### src/lfo_pkg.sv
// Package with shared types, constants and tables of the oscillator.
`timescale 1ns / 1ps
`default_nettype none
package lfo_pkg;

	localparam int SineBits = 16;
	localparam int CordicMax = 24;
	localparam int CordicIters = (SineBits > CordicMax) ? CordicMax : SineBits;
	localparam int IterW = $clog2(CordicMax + 1);

	// Register indexes of the configuration port.
	localparam logic [2:0] REG_WAVEFORM = 3'd0;
	localparam logic [2:0] REG_PERIOD = 3'd1;
	localparam logic [2:0] REG_AMPLITUDE = 3'd2;
	localparam logic [2:0] REG_AMP_MAX = 3'd3;
	localparam logic [2:0] REG_PHASE_SCALE = 3'd4;
	localparam logic [2:0] REG_START_COUNT = 3'd5;

	// Waveform codes.
	localparam logic [2:0] WAVE_NONE = 3'd0;
	localparam logic [2:0] WAVE_SINE = 3'd1;
	localparam logic [2:0] WAVE_COSINE = 3'd2;
	localparam logic [2:0] WAVE_TRIANGLE = 3'd3;
	localparam logic [2:0] WAVE_RAMP_UP = 3'd4;
	localparam logic [2:0] WAVE_RAMP_DOWN = 3'd5;

	localparam logic signed [33:0] CORDIC_X0 = 34'sd652032874;

	typedef enum logic [3:0] {
		ST_IDLE,
		ST_MOD,
		ST_DIV,
		ST_ANGLE,
		ST_CORDIC,
		ST_MUL,
		ST_ROUND,
		ST_OUT
	} lfo_state_t;

	// Arctangent of 2^-i in 2^-32 turns.
	function automatic logic [31:0] atan_turns(input logic [IterW-1:0] i);
		logic [31:0] r;
		begin
			case (i)
				5'd0: r = 32'd536870912;
				5'd1: r = 32'd316933406;
				5'd2: r = 32'd167458907;
				5'd3: r = 32'd85004756;
				5'd4: r = 32'd42667331;
				5'd5: r = 32'd21354465;
				5'd6: r = 32'd10680862;
				5'd7: r = 32'd5340245;
				5'd8: r = 32'd2670675;
				5'd9: r = 32'd1335087;
				5'd10: r = 32'd667544;
				5'd11: r = 32'd333772;
				5'd12: r = 32'd166886;
				5'd13: r = 32'd83443;
				5'd14: r = 32'd41721;
				5'd15: r = 32'd20860;
				5'd16: r = 32'd10430;
				5'd17: r = 32'd5215;
				5'd18: r = 32'd2607;
				5'd19: r = 32'd1303;
				5'd20: r = 32'd651;
				5'd21: r = 32'd325;
				5'd22: r = 32'd162;
				5'd23: r = 32'd81;
				default: r = 32'd0;
			endcase
			return r;
		end
	endfunction

endpackage
`default_nettype wire

### src/lfo_divider.sv
// Bit-serial restoring divider: remainder mode and fraction mode.
`timescale 1ns / 1ps
`default_nettype none
module lfo_divider
	import lfo_pkg::*;
(
	input wire logic clk,
	input wire logic arst_n,
	input wire logic start,
	input wire logic frac_mode,
	input wire logic [31:0] dividend,
	input wire logic [15:0] divisor,
	output logic done,
	output logic [15:0] result
);
	// In remainder mode 32 dividend bits shift in; in fraction mode the
	// remainder (below the divisor) shifts in 16 zero bits, quotient kept.
	logic [31:0] shift_q;
	logic [16:0] rem_q;
	logic [15:0] quot_q;
	logic [5:0] cnt_q;
	logic busy_q;
	logic mode_q;
	logic [16:0] trial;
	logic [16:0] diff;
	logic take;

	assign trial = {rem_q[15:0], shift_q[31]};
	assign diff = trial - {1'b0, divisor};
	assign take = !diff[16];

	always_ff @(posedge clk or negedge arst_n) begin
		if (!arst_n) begin
			busy_q <= 1'b0;
			done <= 1'b0;
			cnt_q <= '0;
		end else begin
			done <= 1'b0;
			if (start) begin
				busy_q <= 1'b1;
				cnt_q <= frac_mode ? 6'd16 : 6'd32;
			end else if (busy_q) begin
				cnt_q <= cnt_q - 6'd1;
				if (cnt_q == 6'd1) begin
					busy_q <= 1'b0;
					done <= 1'b1;
				end
			end
		end
	end

	// Datapath: one quotient bit per cycle.
	always_ff @(posedge clk) begin
		if (start) begin
			shift_q <= frac_mode ? 32'd0 : dividend;
			rem_q <= frac_mode ? {1'b0, dividend[15:0]} : 17'd0;
			quot_q <= '0;
			mode_q <= frac_mode;
		end else if (busy_q) begin
			shift_q <= {shift_q[30:0], 1'b0};
			rem_q <= take ? diff : trial;
			quot_q <= {quot_q[14:0], take};
		end
	end

	// The mode of the running division picks the quotient or the remainder.
	assign result = mode_q ? quot_q : rem_q[15:0];
endmodule
`default_nettype wire

### config.mk
export PLATFORM = sky130hd
export DESIGN_NAME = lfo_divider
export DESIGN_NICKNAME = d
export VERILOG_FILES = /design/src/lfo_pkg.sv /design/src/lfo_divider.sv
export SDC_FILE = /design/constraint.sdc
export NUM_CORES = 1
export LEC_CHECK = 0
export ABC_AREA = 1
export BUFFER_PORTS_ARGS = -buffer_cell sky130_fd_sc_hd__clkbuf_2
export CAP_MARGIN = 5
export CELL_PAD_IN_SITES_DETAIL_PLACEMENT = 0
export CELL_PAD_IN_SITES_GLOBAL_PLACEMENT = 1
export CORE_MARGIN = 1.5
export CORE_UTILIZATION = 44
export CTS_BUF_LIST = sky130_fd_sc_hd__clkbuf_4
export DETAILED_ROUTE_END_ITERATION = 7
export PLACE_DENSITY = 0.82
export SLEW_MARGIN = 20
export SYNTH_ARGS = -nofsm -noshare
export SYNTH_HDL_FRONTEND = slang
export SYNTH_SLANG_ARGS = --single-unit
### constraint.sdc
create_clock -name clk -period 3.4 [get_ports clk]
set_input_delay 1.02 -clock clk [delete_from_list [all_inputs] [get_ports clk]]
set_output_delay 1.02 -clock clk [all_outputs]
set_load 0.01 [all_outputs]
* Word level (Yosys, flattened, before mapping) *
Cells that the tools add are included.

word-level totals
  register bits after elaboration = 73
  input port bits = 52
  output and inout bits = 17
  logic and storage cells = 29

cells by class
  $add $sub $neg = 2
  equal/unequal tests = 1
  mux-type cells = 17
  reductions and logical operators = 2

operators by type and width
  cell                   number
  $mux W32               3
  $mux W16               5
  $mux W6                3
  $sub A17 B16 Y17       1
  $eq A6 B1 Y1 const B   1
  $mux W1                6
  $sub A6 B1 Y6 const B  1
  $reduce_bool A2 Y1     1
  $logic_not A1 Y1       1

* Logic depth before layout (Yosys ltp) *
  depth after elaboration = 4
  gate-level depth with buffers = 16
  mapped depth without buffers = 16

* Least setup slack after synthesis *
Ideal clock, no wire load.

  kind = input port to flip-flop
  start = input port start
  end = register rem_q[0], enable pin
  library setup time = 0.431 ns
  arrival time = 2.755 ns
  required time = 2.969 ns
  path slack = 0.213 ns
  stages on the path = 3
  path buffers = 1
  cells stage by stage = nor2_1 -> inv_2 -> buf_1

between the ends
  word-level cells in the longest chain between the ends = 1

ends and longest elaborated chain
  item                          RTL line           source
  start: declaration            lfo_divider.sv:9   input wire logic start,
  $reduce_bool A2 Y1 (no line)  --
  end signal: assignment        lfo_divider.sv:56  rem_q <= frac_mode ? {1'b0, dividend[15:0]} : 17'd0;
  end signal: assignment        lfo_divider.sv:61  rem_q <= take ? diff : trial;
  end: declaration              lfo_divider.sv:19  logic [16:0] rem_q;

No other way between the ends.
A chain may end at the register's enable or synchronous reset.

* Worst setup path in the final report *
  start = register mode_q
  end = output port result[14]

between the ends
  word-level cells in the longest chain between the ends = 1

ends and longest elaborated chain
  item                      RTL line           source
  start: declaration        lfo_divider.sv:23  logic mode_q;
  start signal: assignment  lfo_divider.sv:58  mode_q <= frac_mode;
  $mux W16                  lfo_divider.sv:67  assign result = mode_q ? quot_q : rem_q[15:0];
  end: declaration          lfo_divider.sv:14  output logic [15:0] result

No other way between the ends.

==> out/results.tsv <==
metric	value	unit
Max-cap violations	0	
period utilization	81.9	%
status	complete, no violations	
DR vias/cell	5.03	
pin count of the biggest net entering global routing	35	
final hold violation count	0	
number of synthesized register bits	73	
Worst R2R Setup Slack	1.07	ns
fin cells	752	
Clock Tree Buf Depth	2	
GRT overflow	0	
I/O Pins	69	
post-CTS setup buffers	0	
max_slew headroom	56.4	%
port bufs	68	
fin nets	685	
Syn Inst Count	547	
routed wire length	10.4	mm
global-route wire length before repair	17.5	mm
reg2reg start	shift_q[31]	
Unique masters post-synth	39	
GPL Wtd Cong	0.845	
reg-to-reg endpoint	rem_q[15]	
routed vias	3781	
register area share after synthesis	43.8	%
initial antenna violation count	0	
row cnt	36	
commonest non-fill, non-tap cell in the layout	nand2_1	
syn nets	618	
post-detail-place hpwl	7.99	mm
Setup violations, final	0	
number of diodes	0	
Inst Count DP	736	
Post-synth ARST share	11.0	%
worst hold path type	input port to asynchronous set/reset pin	
die area	11000	sq um
Fmax	0.359	GHz
post-route setup TNS	0	ns
Area Overhead vs Synth	13.6	%
WL/cell	13.8	microns
DR DRC count	0	
clock-pin slew on the worst setup and hold paths	0.11	ns
most frequent cells in the layout	143 x nand2_1, 94 x inv_1, 68 x clkbuf_2	
CTS Sinks	73	
Iteration-0 DRC Markers	229	
Critical Path End Type	output pin	
syn_area_per_cell	8.31	sq um
leakage power	2.60	nW
Initial DRT Pass Iterations	5	
Die Wd	105	microns
actual slew at the worst max-slew pin	0.652	ns
VDD IR-drop max	341	uV
Worst EP arrival	1.76	ns
power density over the cells	727	nW/um^2
Root Driver	clkbuf_4	
die height	105	microns
ys flop type	edfxtp_1	
Clock Skew	0.0245	ns
GRT Total Usage	20.1	%
post_cts resized	0	
Post-Syn Area	4550	sq um
fraction of layout cells with a size suffix above 1	21.6	%
Post-synth EDFFs	49	
total CTS buffers	9	
pre-CTS setup slack	0.306	ns
TritonCTS clock tree	yes	
post-layout util	52.2	%
Crit Path Class	flip-flop to output pin	
setup ws final	0.616	ns
Startpoint Class	flip-flop	
vias in the first global route	3669	
worst skew pair latency	0.43	ns
htree depth	3	
hold-fix buffer count after cts	0	
core region area	9910	sq um
YS warnings	0	
antenna viol nets, final	0	
RSZ-0062 raised after global routing	false	
Initial Utilization	45.9	%
Required @ worst endpoint	2.38	ns
Period minus WS final	2.78	ns
R2R cell count	15	
worst-path fanout max	19	
Slew Viols, Final	0	
hold slack	0.428	ns
==> synth_stat cells, types with 4 or more instances <==
cell type	number	area, sq um
nand3_2	10	100
a22o_1	31	272
inv_2	4	15.0
o22ai_1	15	93.8
inv_1	94	353
ha_1	18	225
clkbuf_1	12	45.0
o21ai_0	19	95.1
xnor2_1	4	35.0
nor2_1	21	78.8
dfrtp_1	8	200
nand2_2	21	131
edfxtp_1	49	1470
nand3_1	34	170
nand2_1	143	537
a21oi_1	13	65.1
dfxtp_1	16	320
==> metal layers <==
layer  share of wire, %  track usage [%]
met1                 47             27.5
met2                 47             32.3
met3                5.2             2.87
met4                1.3             7.73
met5                  0                0
==> where the power goes <==
part	internal (mW)	switching [mW]
logic	0.667	1.18
registers	1.17	0.124
clock network	0.315	0.304
==> through the flow <==
| stage | instance area (sq um) | power [mW] |
|---|---|---|
| 2_1_floorplan | 4550 | 2.76 |
| 3_3_place_gp | 5010 | 3.14 |
| 3_5_place_dp | 5010 | 3.16 |
| 4_1_cts | 5170 | 3.78 |
| 5_1_grt | 5170 | 4.09 |
| 6_report | 5170 | 3.76 |
==> critical path: stages (launching register included) <==
cell and delay, ns:
edfxtp_1 0.74, buf_4 0.29, nor2_1 0.06, a21oi_1 0.12, clkbuf_2 0.15
==> logic make-up (layout without fill, tap and decap cells) <==
family,Yosys count,count (layout),share of synthesized area (%)
flops,73,73,43.8
xor+xnor,6,6,1.16
simple gates,248,248,26.3
buf+inv,117,189,10.5
fa+ha+maj,19,19,5.39
compound gates,84,84,12.8
==> worst max-delay path by stage <==
stage,end,slack [ns],cells past startpoint,start
after global routing,result[12],0.50,4,mode_q
after detailed placement,rem_q[15],0.31,15,divisor[0]
after CTS,result[14],0.61,4,mode_q
after global placement,rem_q[15],0.37,15,divisor[0]
final,result[14],0.62,4,mode_q
after floorplan,rem_q[0],0.21,3,start
==> flip-flops by register name, summed over array words and instances, names as in the netlist <==
| register | cells |
|---|---|
| quot_q | 16 |
| mode_q | 1 |
| rem_q | 16 |
| cnt_q | 6 |
| shift_q | 32 |
| busy_q | 1 |
| done | 1 |
==> layout make-up <==
class | instances | area, sq um
Tap cell | 133 | 166
Clock buffer | 11 | 82.6
Clock inverter | 5 | 78.8
Sequential cell | 73 | 1990
Inverter | 99 | 372
Timing Repair Buffer | 74 | 398
Multi-Input combinational cell | 357 | 2080
Fill cell | 966 | 4740
Note: power is estimated with default switching activity, not from simulation.
