==> src/lfo_pkg.sv <==
// Package with shared types, constants and tables of the oscillator.
`timescale 1ns / 1ps
`default_nettype none
package lfo_pkg;

	localparam int SineBits = 16;
	localparam int CordicMax = 24;
	localparam int CordicIters = (SineBits > CordicMax) ? CordicMax : SineBits;
	localparam int IterW = $clog2(CordicMax + 1);

	// Register indexes of the configuration port.
	localparam logic [2:0] REG_WAVEFORM = 3'd0;
	localparam logic [2:0] REG_PERIOD = 3'd1;
	localparam logic [2:0] REG_AMPLITUDE = 3'd2;
	localparam logic [2:0] REG_AMP_MAX = 3'd3;
	localparam logic [2:0] REG_PHASE_SCALE = 3'd4;
	localparam logic [2:0] REG_START_COUNT = 3'd5;

	// Waveform codes.
	localparam logic [2:0] WAVE_NONE = 3'd0;
	localparam logic [2:0] WAVE_SINE = 3'd1;
	localparam logic [2:0] WAVE_COSINE = 3'd2;
	localparam logic [2:0] WAVE_TRIANGLE = 3'd3;
	localparam logic [2:0] WAVE_RAMP_UP = 3'd4;
	localparam logic [2:0] WAVE_RAMP_DOWN = 3'd5;

	localparam logic signed [33:0] CORDIC_X0 = 34'sd652032874;

	typedef enum logic [3:0] {
		ST_IDLE,
		ST_MOD,
		ST_DIV,
		ST_ANGLE,
		ST_CORDIC,
		ST_MUL,
		ST_ROUND,
		ST_OUT
	} lfo_state_t;

	// Arctangent of 2^-i in 2^-32 turns.
	function automatic logic [31:0] atan_turns(input logic [IterW-1:0] i);
		logic [31:0] r;
		begin
			case (i)
				5'd0: r = 32'd536870912;
				5'd1: r = 32'd316933406;
				5'd2: r = 32'd167458907;
				5'd3: r = 32'd85004756;
				5'd4: r = 32'd42667331;
				5'd5: r = 32'd21354465;
				5'd6: r = 32'd10680862;
				5'd7: r = 32'd5340245;
				5'd8: r = 32'd2670675;
				5'd9: r = 32'd1335087;
				5'd10: r = 32'd667544;
				5'd11: r = 32'd333772;
				5'd12: r = 32'd166886;
				5'd13: r = 32'd83443;
				5'd14: r = 32'd41721;
				5'd15: r = 32'd20860;
				5'd16: r = 32'd10430;
				5'd17: r = 32'd5215;
				5'd18: r = 32'd2607;
				5'd19: r = 32'd1303;
				5'd20: r = 32'd651;
				5'd21: r = 32'd325;
				5'd22: r = 32'd162;
				5'd23: r = 32'd81;
				default: r = 32'd0;
			endcase
			return r;
		end
	endfunction

endpackage
`default_nettype wire

==> src/lfo_cordic.sv <==
// Iterative circular CORDIC, one rotation step per cycle.
`timescale 1ns / 1ps
`default_nettype none
module lfo_cordic
	import lfo_pkg::*;
(
	input wire logic clk,
	input wire logic arst_n,
	input wire logic start,
	input wire logic [31:0] angle,
	output logic done,
	output logic signed [33:0] sin_out,
	output logic signed [33:0] cos_out
);
	logic signed [33:0] x_q, y_q;
	logic signed [32:0] z_q;
	logic neg_q;
	logic [IterW-1:0] it_q;
	logic busy_q;
	logic [31:0] ang_f;
	logic flip;
	logic signed [33:0] dx, dy;
	logic signed [32:0] at;

	assign flip = angle[31] ^ angle[30];
	assign ang_f = flip ? {~angle[31], angle[30:0]} : angle;
	assign dx = y_q >>> it_q;
	assign dy = x_q >>> it_q;
	assign at = $signed({1'b0, atan_turns(it_q)});

	always_ff @(posedge clk or negedge arst_n) begin
		if (!arst_n) begin
			busy_q <= 1'b0;
			done <= 1'b0;
			it_q <= '0;
		end else begin
			done <= 1'b0;
			if (start) begin
				busy_q <= 1'b1;
				it_q <= '0;
			end else if (busy_q) begin
				it_q <= it_q + 1'b1;
				if (it_q == IterW'(CordicIters - 1)) begin
					busy_q <= 1'b0;
					done <= 1'b1;
				end
			end
		end
	end

	// Rotation datapath.
	always_ff @(posedge clk) begin
		if (start) begin
			x_q <= CORDIC_X0;
			y_q <= '0;
			z_q <= $signed({ang_f[31], ang_f});
			neg_q <= flip;
		end else if (busy_q) begin
			if (!z_q[32]) begin
				x_q <= x_q - dx;
				y_q <= y_q + dy;
				z_q <= z_q - at;
			end else begin
				x_q <= x_q + dx;
				y_q <= y_q - dy;
				z_q <= z_q + at;
			end
		end
	end

	assign sin_out = neg_q ? -y_q : y_q;
	assign cos_out = neg_q ? -x_q : x_q;
endmodule
`default_nettype wire

==> config.mk <==
export PLATFORM = sky130hd
export DESIGN_NAME = lfo_cordic
export DESIGN_NICKNAME = d
export VERILOG_FILES = /design/src/lfo_pkg.sv /design/src/lfo_cordic.sv
export SDC_FILE = /design/constraint.sdc
export NUM_CORES = 1
export LEC_CHECK = 0
export BUFFER_PORTS_ARGS = -buffer_cell sky130_fd_sc_hd__buf_2
export CAP_MARGIN = 0
export CELL_PAD_IN_SITES_DETAIL_PLACEMENT = 1
export CELL_PAD_IN_SITES_GLOBAL_PLACEMENT = 1
export CORE_UTILIZATION = 40
export DETAILED_ROUTE_END_ITERATION = 6
export GPL_ROUTABILITY_DRIVEN = 0
export PLACE_DENSITY = 0.81
export REMOVE_ABC_BUFFERS = 1
export SYNTH_ARGS = -nofsm -noshare
export SYNTH_HDL_FRONTEND = slang
export SYNTH_SLANG_ARGS = --single-unit
==> constraint.sdc <==
create_clock -name clk -period 8.05 [get_ports clk]
set_clock_uncertainty 0.2 [all_clocks]
set_input_delay 0.805 -clock clk [delete_from_list [all_inputs] [get_ports clk]]
set_output_delay 0.805 -clock clk [all_outputs]
set_load 0.005 [all_outputs]
# After elaboration in Yosys (flattened, before gate mapping)

Memory sizes are Yosys's and may differ from the RTL's.
Index checks and enable logic that the tools add are counted.

Flip-flop bits (word level): 109
Memory bits (read-only): 960
Bits of input ports: 35
Memories kept: 1

Memory list:

| name            | depth | bits a word | read ports | clocked after memory_dff | wr ports | line          | RTL |
|---|---|---|---|---|---|---|---|
| (no name shown) | 32    | 30          | 1          | 0                        | 0        | lfo_pkg.sv:44 | `case (i)` |

Add/sub/neg operators: 9
Equality and inequality tests: 1
Shifts and indexed selects: 2
Mux-type cells: 16
Bitwise gates (word level): 2
Reductions and logical operators: 1

Operator list:

| operator            | number |
|---|---|
| $mux 34             | 4 |
| $mux 33             | 3 |
| $add 34x34->34      | 2 |
| $neg 34->34         | 2 |
| $sshr 34x5->34      | 2 |
| $sub 34x34->34      | 2 |
| $add 33x33->33      | 1 |
| $sub 33x33->33      | 1 |
| $mux 32             | 1 |
| $mux 5              | 2 |
| $mux 1              | 6 |
| $add 5x1->5 const B | 1 |
| $eq 5x4->1 const B  | 1 |
| $reduce_bool 2->1   | 1 |
| $not 1->1           | 1 |
| $xor 1x1->1         | 1 |

# Longest topological paths before layout

An unclocked memory read counts as a cell.

Depth in word-level cells: 5
Depth in mapped cells: 29
Depth with buffers taken out: 24

# Least setup slack after synthesis

OpenSTA, ideal clock, no wires.

Path kind: register -> register
Start: register it_q[0]
End: register y_q[33]
Library setup time: 116 ps
Arrival: 6000 ps
Path slack: 1733 ps
Cell stages (with the launch flop): 29
Buffers on the path: 5
Period minus slack after synthesis: 6317 ps
Cells stage by stage: dfrtp_1 > buf_4 > buf_4 > buf_4 > buf_2 > buf_2 > mux4_2 > mux2i_1 > o22ai_1 > a31oi_1 > ha_1 > nand4_1 > nor4_4 > and3_1 > and3_4 > or4b_1 > a31oi_1 > a2bb2oi_2 > ha_1 > nor2b_1 > o21ai_0 > nand2b_1 > a21oi_1 > o31ai_1 > a21o_1 > a21oi_1 > xnor2_1 > a21oi_1 > a31o_2

Longest elaborated chain between the ends: 3
Elaborated cells between the ends (all ways): 4
Classes of those cells: add/sub (2); shift (1); mux (1)

Ends and longest elaborated chain:

| what                                                    | line                               | RTL |
|---|---|---|
| start: declaration                                      | lfo_cordic.sv:18                   | `logic [IterW-1:0] it_q;` |
| start signal: assignment                                | lfo_cordic.sv:42                   | `it_q <= it_q + 1'b1;` |
| $sshr 34x5->34 (*)                                      | lfo_cordic.sv:28                   | `assign dy = x_q >>> it_q;` |
| $add 34x34->34 / $sub 34x34->34 (equally long branches) | lfo_cordic.sv:61, lfo_cordic.sv:65 |  |
| $mux 34 (*)                                             | lfo_cordic.sv:59                   | `if (!z_q[32]) begin` |
| end signal: assignment                                  | lfo_cordic.sv:61                   | `y_q <= y_q + dy;` |
| end signal: assignment                                  | lfo_cordic.sv:65                   | `y_q <= y_q - dy;` |
| end: declaration                                        | lfo_cordic.sv:15                   | `logic signed [33:0] x_q, y_q;` |

Every way passes the cells marked *; elsewhere a longest branch is shown, timed or not.
A chain may end at the register's enable or synchronous reset.

# Worst setup path after layout

Start: register it_q[1]
End: register y_q[33]

The elaborated chain is that of the path after synthesis.

==> out/metrics.yaml <==
clocking:
  postCtsSetupRepairBufs: 0
  clock_latency_ps: 410
  htreeDepth: 3
  cts.reportedPaths.clkPinSlew_ps: 70
  cts_tree: "built"
  cts.sinks: 109
  numCtsBuffers: 9
  cts_hold_buf: 0
  cts.repair.resized: 0
  clk_path_buf_depth: 2
  cts-root-buf: "clkbuf_16"
hold_path:
  hp-class: "input port to asynchronous set/reset pin"
synth:
  yosys.area.top_type_share: 0.0968
  seq_area_frac_synth: 0.145
  synth_area_per_cell_um2: 7.91
  async_flop_share: 0.0642
  synth_area_um2: 17700
  yosys_warnings: 0
  synth_area_leaders: "mux4_2, ha_1, dfxtp_1"
  yosys.area.top_type: "mux4_2"
  synthFlopType: "dfxtp_1"
  syn_inst: 2236
  yosys_register_bits: 109
  synth-edff-count: 34
  synth_cell_types: 95
global_route:
  grt_first_pass_wirelength_mm: 105
  grt_pass1_vias: 18400
  grt_antenna_before_repair: 1
  grt_usage: 0.299
  overflow: 0
  grt_start_max_net_pins: 80
routing:
  drc: 0
  avgRoutedWirePerCell_um: 24.2
  wl_mm: 67.5
  vias_per_cell: 6.57
  vias: 18300
  drtAntennaViolNets: 0
  initialDrtViolationCount: 1906
  first_pass_iters: 7
timing:
  fmax_mhz: 132
  finalHoldViolations: 0
  min_period_ps: 7550
  setup_tns_ps: 0
  fin_ws_ps: 502
  period_share: 0.938
  maxSlewViolCount: 0
  setup_viol: 0
  rsz0062_at_grt: "false"
  tightest_slew_ps: 1310
  timing.hold.ws_ps: 44.5
  slew_headroom: 0.125
worst_setup_path:
  endpoint_kind: "flop"
  worstPathArrival_ps: 7650
  critPathMaxFanout: 73
  critPathKind: "flop to flop"
  cp.required_ps: 8150
  worstReg2RegStart: "it_q[1]"
  crit_path_start_kind: "flop"
  crit_start: "it_q[1]"
pwr:
  irDropWorstVdd_mv: 0.200
  p_per_area_nw_per_um2: 544
  p_leak_nw: 7.78
  total_power_w: 0.0101
floorplan:
  die_area_um2: 45000
  io_pins: 104
  placeableCoreArea_um2: 43400
  dieHeight_um: 212
  start_util: 0.408
  die_w_um: 212
  rows: 76
placement:
  port_buffers: 103
  place_worst_setup_slack_ps: 846
  dp_hpwl_mm: 51.1
finish:
  drive_above_1_share: 0.143
  nFillCells: 5384
  areaGrowthSynthToFinish_pct: 5.46
  final_util: 0.430
  finalNetCount: 2348
job:
  maxCapViolations: 0
run_status:
  outcome: "finished clean"
==> cells by family after synthesis <==
kind of cell	Yosys count	synth area share
xor+xnor	239	0.118
flops	109	0.145
compound gates	662	0.243
mux	208	0.176
buf+inv	240	0.0576
simple gates	663	0.178
fa+ha+maj	115	0.0827
==> layer usage <==
| metal | wire length [µm] | track usage | vias to the layer above | part of all wire |
|---|---|---|---|---|
| li1 | - | - | 8165 | - |
| met3 | 5510 | 0.0740 | 299 | 0.082 |
| met2 | 31200 | 0.487 | 863 | 0.46 |
| met4 | 3780 | 0.164 | 0 | 0.056 |
| met5 | 0 | 0 | - | 0 |
| met1 | 27000 | 0.362 | 8997 | 0.40 |
==> state kept, by name, summed over array words and instances (netlist names) <==
name / flops
x_q: 34
done: 1
neg_q: 1
z_q: 33
y_q: 34
it_q: 5
busy_q: 1
==> cells in the mapped netlist (13+ instances only) <==
master    count
clkbuf_1    126
nand3_1      31
buf_1        20
inv_1        55
o31ai_1      27
a21oi_1     164
mux2_2       41
o21bai_1     16
a31oi_1      44
o21ai_0     155
mux2i_1      87
a211oi_1     26
xnor2_1     152
mux4_2       76
a21o_1       59
dfxtp_1      68
or3_1        19
nand2_1     235
xor2_1       87
ha_1        112
edfxtp_1     34
and3_1       18
nor2_1      186
o21a_1       13
buf_2        21
and2_1       19
nand2b_1     36
nor3_1       32
o22ai_1      23
==> critical path: stages (launching register included) <==
cell and delay (ps):
dfrtp_4 1100, buf_4 380, mux4_2 550, mux2_2 300, a221oi_1 900, nand3_1 300, nor4_4 330, nor2_1 90
xor2_1 180, ha_1 380, and4_1 230, a221oi_1 590, a211oi_1 220, nor4_1 500, o31ai_1 220, a21o_1 210
a21oi_1 190, xnor2_1 170, a21oi_1 90, a31o_2 250
==> power by group <==
group	switching (W)	total (W)	internal, W	leakage [nW]
sequential	0.000632	0.00151	0.000879	1.02
combinational	0.00458	0.00818	0.00360	6.64
clock	0.000237	0.000454	0.000217	0.127
==> final timing paths <==
check                      endpoint  slack [ps]  cells after the start
max in group asynchronous   it_q[2]        7400                      1
hold reg to reg              y_q[0]         450                      2
setup / recovery            y_q[33]         500                     19
min in group clk             y_q[0]         450                      2
setup reg to reg            y_q[33]         500                     19
hold / removal                 done          40                      1
==> per-stage QoR <==
step                      instances  area (µm²)
after global placement         2772       18400
final                          2789       18600
after detailed placement       2772       18400
after CTS                      2788       18600
after floorplan                2053       16900
after global routing           2788       18600
==> cell type report <==
cell class / instances / area [µm²] / area share
diodes: 1 / 2.50 / 0.000134
well taps: 585 / 732 / 0.0393
repair buffers: 134 / 751 / 0.0403
flip-flops and latches: 109 / 2570 / 0.138
inverters: 57 / 214 / 0.0115
multi-input cells: 1887 / 14100 / 0.756
clock inverters: 4 / 22.5 / 0.00121
clock buffers: 12 / 246 / 0.0132
==> cells in the final DEF, fill, tap and decap left out, types with 36 or more instances in the layout <==
cell,count
buf_2,102
nor2_1,186
inv_1,55
nand2_1,235
mux4_2,76
a21o_1,59
ha_1,112
o21ai_0,155
a31oi_1,44
xnor2_1,152
a21oi_1,164
nand2b_1,36
xor2_1,87
dfxtp_1,68
mux2i_1,87
mux2_2,41
Note: power is estimated with default switching activity, not from simulation.
